--- config.mk ---
export PLATFORM = sky130hd
export DESIGN_NAME = posting_delta_varint_encoder
export DESIGN_NICKNAME = d
export VERILOG_FILES = /design/src/pdve_pkg.sv /design/src/posting_delta_varint_encoder.sv
export SDC_FILE = /design/constraint.sdc
export NUM_CORES = 1
export LEC_CHECK = 0
export BUFFER_PORTS_ARGS = -buffer_cell sky130_fd_sc_hd__buf_2
export CORE_UTILIZATION = 29
export DETAILED_ROUTE_END_ITERATION = 8
export PLACE_DENSITY = 0.43
export REMOVE_ABC_BUFFERS = 1
export SETUP_SLACK_MARGIN = 0.15
export SKIP_CTS_REPAIR_TIMING = 1
export SYNTH_ARGS = -nofsm -noshare
export SYNTH_HDL_FRONTEND = slang
export SYNTH_SLANG_ARGS = --single-unit
--- constraint.sdc ---
create_clock -name clk_i -period 6.9 [get_ports clk_i]
set_clock_uncertainty 0.1 [all_clocks]
set_input_delay 1.38 -clock clk_i [delete_from_list [all_inputs] [get_ports clk_i]]
set_output_delay 1.38 -clock clk_i [all_outputs]
set_load 0.01 [all_outputs]
--- src/pdve_pkg.sv ---
// Shared widths and digit constants for the posting delta varint encoder.
`timescale 1ns / 1ps
package pdve_pkg;
  localparam int FIELD_W = 31;
  localparam int IDX_W = 31;
  localparam int DELTA_W = IDX_W + 1;
  localparam int HEAD_DIGIT_W = 6;
  localparam int TAIL_DIGIT_W = 7;
  localparam int BYTE_W = 8;
endpackage

--- src/posting_delta_varint_encoder.sv ---
// Posting list encoder: document and position deltas sent as flagged varint bytes.
//
//   channel | signals                                   | direction
//   --------+-------------------------------------------+----------
//   in      | in_valid_i, in_stall_o, doc_index_i,      | in
//           | word_position_i                           |
//   out     | out_valid_o, out_stall_i, code_byte_o,    | out
//           | last_byte_o, order_error_o                |
//
// An item enters only while the encoder is idle and leaves as one to ten output bytes;
// the next item waits on in_stall_o until this one's last byte is in the output register.
// The sequencer shifts one 6 or 7 bit digit out of sh_q per cycle unless stalled.
// Reset clears the has-doc and has-pos flags; deltas then count from minus one.
// A stall on the output holds the output register and pauses the sequencer.
`timescale 1ns / 1ps
module posting_delta_varint_encoder
  import pdve_pkg::*;
(
  input  logic               clk_i,
  input  logic               rst_ni,
  input  logic               in_valid_i,
  output logic               in_stall_o,
  input  logic [FIELD_W-1:0] doc_index_i,
  input  logic [FIELD_W-1:0] word_position_i,
  output logic               out_valid_o,
  input  logic               out_stall_i,
  output logic [BYTE_W-1:0]  code_byte_o,
  output logic               last_byte_o,
  output logic               order_error_o
);

  localparam logic [1:0] ST_IDLE = 2'd0;
  localparam logic [1:0] ST_DOC  = 2'd1;
  localparam logic [1:0] ST_POS  = 2'd2;
  localparam logic [1:0] ST_ERR  = 2'd3;

  logic [1:0]         state_q, state_d;
  logic               has_doc_q, has_doc_d;
  logic               has_pos_q, has_pos_d;
  logic [IDX_W-1:0]   doc_q, doc_d;
  logic [IDX_W-1:0]   pos_q, pos_d;
  logic [DELTA_W-1:0] sh_q, sh_d;
  logic [DELTA_W-1:0] pend_q, pend_d;
  logic               first_q, first_d;
  logic               out_valid_q, out_valid_d;
  logic [BYTE_W-1:0]  byte_q, byte_d;
  logic               last_q, last_d;
  logic               err_q, err_d;

  logic [IDX_W-1:0]   doc_in, pos_in;
  logic               new_doc, bad_order, accept, slot_free, more;
  logic [DELTA_W-1:0] doc_delta, pos_delta;
  logic [BYTE_W-1:0]  next_byte;

  assign doc_in = doc_index_i[IDX_W-1:0];
  assign pos_in = word_position_i[IDX_W-1:0];
  assign accept = in_valid_i && (state_q == ST_IDLE);
  assign in_stall_o = (state_q != ST_IDLE);
  assign slot_free = !out_valid_q || !out_stall_i;

  always_comb begin
    new_doc = !has_doc_q || (doc_in != doc_q);
    bad_order = has_doc_q && ((doc_in < doc_q) ||
                (!new_doc && has_pos_q && (pos_in < pos_q)));
    if (has_doc_q) begin
      doc_delta = {1'b0, doc_in} - {1'b0, doc_q};
    end else begin
      doc_delta = {1'b0, doc_in} + DELTA_W'(1);
    end
    if (!new_doc && has_pos_q) begin
      pos_delta = {1'b0, pos_in} - {1'b0, pos_q};
    end else begin
      pos_delta = {1'b0, pos_in} + DELTA_W'(1);
    end
  end

  always_comb begin
    if (first_q) begin
      more = |sh_q[DELTA_W-1:HEAD_DIGIT_W];
      next_byte = {sh_q[HEAD_DIGIT_W-1:0], (state_q == ST_DOC), more};
    end else begin
      more = |sh_q[DELTA_W-1:TAIL_DIGIT_W];
      next_byte = {sh_q[TAIL_DIGIT_W-1:0], more};
    end
  end

  always_comb begin
    state_d = state_q;
    has_doc_d = has_doc_q;
    has_pos_d = has_pos_q;
    doc_d = doc_q;
    pos_d = pos_q;
    sh_d = sh_q;
    pend_d = pend_q;
    first_d = first_q;
    out_valid_d = out_valid_q && out_stall_i;
    byte_d = byte_q;
    last_d = last_q;
    err_d = err_q;
    unique case (state_q) inside
      ST_IDLE: begin
        if (accept) begin
          first_d = 1'b1;
          if (bad_order) begin
            state_d = ST_ERR;
          end else begin
            has_doc_d = 1'b1;
            has_pos_d = 1'b1;
            doc_d = doc_in;
            pos_d = pos_in;
            pend_d = pos_delta;
            if (new_doc) begin
              state_d = ST_DOC;
              sh_d = doc_delta;
            end else begin
              state_d = ST_POS;
              sh_d = pos_delta;
            end
          end
        end
      end
      ST_DOC, ST_POS: begin
        if (slot_free) begin
          out_valid_d = 1'b1;
          byte_d = next_byte;
          err_d = 1'b0;
          last_d = !more && (state_q == ST_POS);
          if (more) begin
            first_d = 1'b0;
            sh_d = first_q ? (sh_q >> HEAD_DIGIT_W) : (sh_q >> TAIL_DIGIT_W);
          end else if (state_q == ST_DOC) begin
            state_d = ST_POS;
            first_d = 1'b1;
            sh_d = pend_q;
          end else begin
            state_d = ST_IDLE;
          end
        end
      end
      ST_ERR: begin
        if (slot_free) begin
          out_valid_d = 1'b1;
          byte_d = '0;
          last_d = 1'b1;
          err_d = 1'b1;
          state_d = ST_IDLE;
        end
      end
      default: state_d = ST_IDLE;
    endcase
  end

  always_ff @(posedge clk_i or negedge rst_ni) begin
    if (!rst_ni) begin
      state_q <= ST_IDLE;
      has_doc_q <= 1'b0;
      has_pos_q <= 1'b0;
      out_valid_q <= 1'b0;
    end else begin
      state_q <= state_d;
      has_doc_q <= has_doc_d;
      has_pos_q <= has_pos_d;
      out_valid_q <= out_valid_d;
    end
  end

  always_ff @(posedge clk_i) begin
    doc_q <= doc_d;
    pos_q <= pos_d;
    sh_q <= sh_d;
    pend_q <= pend_d;
    first_q <= first_d;
    byte_q <= byte_d;
    last_q <= last_d;
    err_q <= err_d;
  end

  assign out_valid_o = out_valid_q;
  assign code_byte_o = byte_q;
  assign last_byte_o = last_q;
  assign order_error_o = err_q;

endmodule
## Word-level counts from Yosys, hierarchy flattened

Cells that the tools add are included.

| storage, ports and cells | value |
|---|---|
| word-level logic and storage cells | 90 |
| output and inout bits | 12 |
| memories | 0 |
| latch bits | 0 |
| memory bits (writable) | 0 |
| memory bits (read-only) | 0 |
| input port bits | 66 |
| flip-flop bits (word level) | 141 |

| cells by class | value |
|---|---|
| shifts and indexed selects | 0 |
| $add $sub $neg | 4 |
| order comparisons | 2 |
| mux-type cells | 35 |
| $mul | 0 |
| eq/ne operators | 10 |
| reductions and logical operators | 27 |
| div/mod/pow operators | 0 |
| bitwise logic cells | 1 |

Operators by type and width:

| cell | number |
|---|---|
| two-way mux 32 bit | 8 |
| adder 31 x 1 -> 32 bit (second input constant) | 2 |
| case mux 32 bit (2 select lines) | 1 |
| subtractor 31 x 31 -> 32 bit | 2 |
| less-than comparator 31 bit | 2 |
| != test 31 bit | 1 |
| two-way mux 26 bit | 1 |
| OR reduction 26 bit | 1 |
| OR reduction 25 bit | 1 |
| two-way mux 8 bit | 3 |
| case mux 8 bit (2 select lines) | 1 |
| two-way mux 2 bit | 7 |
| two-way mux 1 bit | 10 |
| != test 2 bit (second input constant) | 5 |
| AND reduction 4 bit | 2 |
| logical AND 1 bit | 6 |
| case mux 1 bit (2 select lines) | 3 |
| case mux 2 bit (3 select lines) | 1 |
| AND reduction 3 bit | 2 |
| nonzero test 2 bit | 3 |
| zero test 1 bit | 5 |
| AND reduction 5 bit | 1 |
| == test 2 bit (second input constant) | 2 |
| logical OR 1 bit | 3 |
| 6 further kinds | 6 |

## Logic depth before layout (Yosys ltp)

| logic depth | value |
|---|---|
| depth after elaboration | 10 |
| mapped depth | 13 |
| gate-level depth less buffers | 12 |

## Least setup slack after synthesis

OpenSTA, ideal clock, no wires.

| path | value |
|---|---|
| path kind | input port to flip-flop |
| from | input port doc_index_i[0] |
| to | register doc_q[0], enable pin |
| path buffers | 0 |
| stages on the path | 12 |
| arrival time | 7.300 ns |
| required time | 6.253 ns |
| library setup time | 0.547 ns |
| path slack | -1.048 ns |
| path through | inv_1 ha_1 fa_1 nand2b_1 a21oi_1 o21ai_0 a21oi_1 nor2_1 a41oi_1 a2111oi_1 a31o_2 nor2_1 |

| between the ends | value |
|---|---|
| cells in the longest elaborated chain, start to end | 9 |
| elaborated cells on any way between the ends | 10 |
| classes of those cells | order compare (1); eq/ne (1); bitwise (1); reduce/logical (7) |

RTL lines:

| what | line | source |
|---|---|---|
| from (decl) | posting_delta_varint_encoder.sv:23 | `input logic [FIELD_W-1:0] doc_index_i,` |
| parallel branches: the longest is 5 deep, another holds less-than comparator 31 bit | -- |  |
| logical OR 1 bit (*) | posting_delta_varint_encoder.sv:63 | `bad_order = has_doc_q && ((doc_in < doc_q) \|\|` |
| logical AND 1 bit (*) | posting_delta_varint_encoder.sv:63 |  |
| inverter 1 bit (no source line) (*) | -- |  |
| AND reduction 3 bit (no source line) (*) | -- |  |
| to (signal assigned) | posting_delta_varint_encoder.sv:168 | `doc_q <= doc_d;` |
| to (decl) | posting_delta_varint_encoder.sv:40 | `logic [IDX_W-1:0] doc_q, doc_d;` |

Mark *: on every way between the ends.
A chain may end at the register's enable or synchronous reset.

## Worst setup path in the final report

| path | value |
|---|---|
| from | input port word_position_i[0] |
| to | register pos_q[7], enable pin |

| between the ends | value |
|---|---|
| cells in the longest elaborated chain, start to end | 6 |

RTL lines:

| what | line | source |
|---|---|---|
| from (decl) | posting_delta_varint_encoder.sv:24 | `input logic [FIELD_W-1:0] word_position_i,` |
| less-than comparator 31 bit | posting_delta_varint_encoder.sv:64 | `(!new_doc && has_pos_q && (pos_in < pos_q)));` |
| logical AND 1 bit | posting_delta_varint_encoder.sv:64 |  |
| logical OR 1 bit | posting_delta_varint_encoder.sv:63 |  |
| logical AND 1 bit | posting_delta_varint_encoder.sv:63 |  |
| inverter 1 bit (no source line) | -- |  |
| AND reduction 3 bit (no source line) | -- |  |
| to (signal assigned) | posting_delta_varint_encoder.sv:169 | `pos_q <= pos_d;` |
| to (decl) | posting_delta_varint_encoder.sv:41 | `logic [IDX_W-1:0] pos_q, pos_d;` |

Every way passes these cells.

==> flow_metrics.env <==
export IMPL_cap_violations=0
export IMPL_antenna_found_initial=0
export IMPL_avgViaCountPerCell=5.15
export IMPL_dieArea_sq_um=37900
export IMPL_layout_nets=1373
export IMPL_synth_adder_area_share_pct=8.40
export IMPL_cp_arrival_ps=4760
export IMPL_cts_root_buffer="clkbuf_16"
export IMPL_setup_tns_ps=0
export IMPL_synth_cells=1172
export IMPL_worst_pin_slew_ps=897
export IMPL_fillCellCount=3825
export IMPL_p_leak_nw=4.72
export IMPL_finalSetupViolations=0
export IMPL_ys_types=69
export IMPL_wirelength_um=32300
export IMPL_core_sq_um=36500
export IMPL_preCtsSetupSlack_ps=1730
export IMPL_postSynthAreaPerCell_sq_um=9.17
export IMPL_worstPathMaxFanout=74
export IMPL_synth_top_flop_cell="edfxtp_1"
export IMPL_p_sw_w=0.00145
export IMPL_worst_endpoint_required_ps=6880
export IMPL_overflow=0
export IMPL_p_comb_share_pct=38.7
export IMPL_die_h_um=195
export IMPL_grt_usage_pct=17.4
export IMPL_post_route_cells_drive_above_1_share_pct=11.3
export IMPL_initial_utilization_pct=29.4
export IMPL_drtIter0Drc=525
export IMPL_clock_latency_ps=440
export IMPL_antenna_cells=0
export IMPL_die_w_um=195
export IMPL_cts_buffers=17
export IMPL_grt_pass1_wl_um=51100
export IMPL_ys_warn_count=0
export IMPL_multi_input_area_sq_um=6060
export IMPL_power_frac_seq_pct=36.6
export IMPL_end_kind="flop"
export IMPL_wl_per_cell_um=18.8
export IMPL_yosysTopAreaCell="edfxtp_1"
export IMPL_drc=0
export IMPL_synth_area_top_cells="edfxtp_1 38%, ha_1 8.0%, xnor2_1 5.2%"
export IMPL_synthSimpleGateAreaFrac_pct=16.8
export IMPL_timing_final_ws_setup_ps=2120
export IMPL_hold_worst_slack_ps=488
export IMPL_place_gp_congestion=0.822
export IMPL_fmax_ghz=0.209
export IMPL_final_area_sq_um=12200
export IMPL_hold_viol=0
export IMPL_syn_cell_area_sq_um=10800
export IMPL_grt_pass1_vias=8867
export IMPL_status="finished, final reports clean"
export IMPL_htree_num_levels=4
export IMPL_cts_tree="built"
export IMPL_crit_type="input pin to flop"
export IMPL_peakVddDrop_mv=0.209
export IMPL_port_buffers=77
export IMPL_max_slew_margin_pct=39.7
export IMPL_synth_mux_area_share_pct=1.91
export IMPL_path_clk_slew_ps=60
export IMPL_dp_hpwl_um=24600
export IMPL_rsz0062_at_grt="false"
export IMPL_dr_total_vias=8835
export IMPL_cp_start_kind="input pin"
export IMPL_place_area_sq_um=11700
export IMPL_cts_sinks=141
export IMPL_pwr_share_clk_pct=24.6
export IMPL_synthArstFlopShare_pct=2.84
export IMPL_area_growth_pct=13.8
export IMPL_ant_nets=0
export IMPL_clockBufferDepth=2
export IMPL_yosysTopAreaCellShare_pct=38.3
export IMPL_grt_max_degree=75
export IMPL_switching_share_pct=37.8
export IMPL_ioPinCount=78
export IMPL_finalCritPeriodShare_pct=69.3
export IMPL_synthXorXnorAreaFrac_pct=8.70
export IMPL_ys_seq_area_share_pct=39.2
export IMPL_synth_compound_area_share_pct=20.3
export IMPL_synth_edf_count=137
export IMPL_worst_hold_path_type="flop to flop"
export IMPL_seq_area_sq_um=4210
export IMPL_drv_slew=0
export IMPL_intPower_w=0.00238
export IMPL_fin_crit_ps=4780
export IMPL_powerDensity_nw_per_um2=313
export IMPL_firstDrtPassIters=5
export IMPL_synth_seq_cells=141
export IMPL_synth_top_family_by_area="compound AO/OA/AOI/OAI gates"
export IMPL_row_count=70
[cell usage in the layout (no fill, tap or decap), types with 17 or more instances in the layout]
cell,n
nand2_1,84
clkbuf_16,17
xnor2_1,64
xor2_1,41
edfxtp_1,137
a221oi_1,18
o21ai_0,55
a21o_1,30
ha_1,68
buf_2,77
nand4_1,17
nor3_1,18
nor2b_1,26
inv_1,84
a21oi_1,100
nand3_1,51
a211oi_1,24
nor2_1,109
[synth_stat cells, drive strengths merged, types with 3 or more instances]
cell,number
a211oi,25
o31ai,10
o21bai,13
nand2b,9
buf,13
a21oi,101
nor3,19
nand2,84
nor4,10
a221o,4
or3,5
nand3,51
or2,6
a31oi,17
inv,84
ha,69
o211ai,12
a21o,30
xnor2,64
nor2b,26
and3,10
and2,4
mux2,4
xor2,42
mux2i,16
a21boi,4
o21a,11
or4,3
o31a,9
o21ai,60
nand4,17
nor2,111
dfrtp,4
clkbuf,31
and4,12
a221oi,18
edfxtp,137
[through the flow]
stage	util, %	instances	total power [W]
after detailed placement	31.9	1685	0.00291
after floorplan	-	1128	0.00244
after global placement	31.9	1685	0.00291
after CTS	33.5	1717	0.00387
after global routing	33.5	1717	0.00409
final	33.5	1717	0.00383
[final timing paths]
kind / startpoint / end / slack [ps] / cells after the start
worst max-delay path: word_position_i[0] / pos_q[7]$_DFFE_PP_ / 2120 / 14
worst min-delay path: pend_q[26]$_DFFE_PP_ / sh_q[26]$_DFFE_PP_ / 490 / 2
worst max register to register: pos_q[0]$_DFFE_PP_ / pos_q[7]$_DFFE_PP_ / 2840 / 12
worst min register to register: pend_q[26]$_DFFE_PP_ / sh_q[26]$_DFFE_PP_ / 490 / 2
max in group asynchronous: rst_ni / state_q[1]$_DFFE_PN0P_ / 5910 / 1
min in group asynchronous: rst_ni / out_valid_o$_DFF_PN0_ / 650 / 1
[final cells by class]
| cell class | count | area share (%) |
|---|---|---|
| Sequential cell | 141 | 34.4 |
| Inverter | 84 | 2.58 |
| Tap cell | 468 | 4.78 |
| Clock buffer | 19 | 3.54 |
| Clock inverter | 13 | 1.18 |
| Timing Repair Buffer | 89 | 3.99 |
| Multi-Input combinational cell | 903 | 49.5 |
[cells by family (layout without fill, tap and decap cells)]
logic type / after synthesis / in the layout
buffers and inverters: 128 / 205
AOI/OAI and AO/OA: 335 / 335
DFF: 141 / 141
and+or+nand+nor: 371 / 371
xor gates and xnor gates: 106 / 106
adders and majority gates: 71 / 71
muxes: 20 / 20
[power groups by stage]
stage / clock (W) / combinational, W / sequential [W]
after floorplan: 0 / 0.000996 / 0.00144
after CTS: 0.000971 / 0.00149 / 0.00140
final: 0.000943 / 0.00148 / 0.00140
after global routing: 0.00101 / 0.00166 / 0.00142
after global placement: 0 / 0.00149 / 0.00142
after detailed placement: 0 / 0.00149 / 0.00142
[layer usage]
layer  up-vias  global-route usage, %  wire length [um]  share of wire [%]
li1       4457                      -                 -                  -
met1      4212                   23.4             15500                 48
met2       150                   29.4             15500                 48
met3        16                   2.72               870                2.7
met4         0                   3.73               394                1.2
met5         -                      0                 0                  0
[sequential cells by signal, summed over array words and instances (netlist names)]
name           cells
has_pos_q          1
code_byte_o        8
pos_q             31
order_error_o      1
last_byte_o        1
state_q            2
doc_q             31
out_valid_o        1
first_q            1
sh_q              32
pend_q            32
[critical path, cell delays in order]
cell and delay (ps):
buf_2 110, inv_1 60, ha_1 220, fa_1 400, nor2b_1 180, o31ai_1 150
a211oi_1 600, o21a_1 270, o21ai_1 90, a31oi_1 260, nand2_1 140, a31o_2 300
nor2_4 140, buf_12 350
No activity file was read; power rests on OpenSTA's default activity.
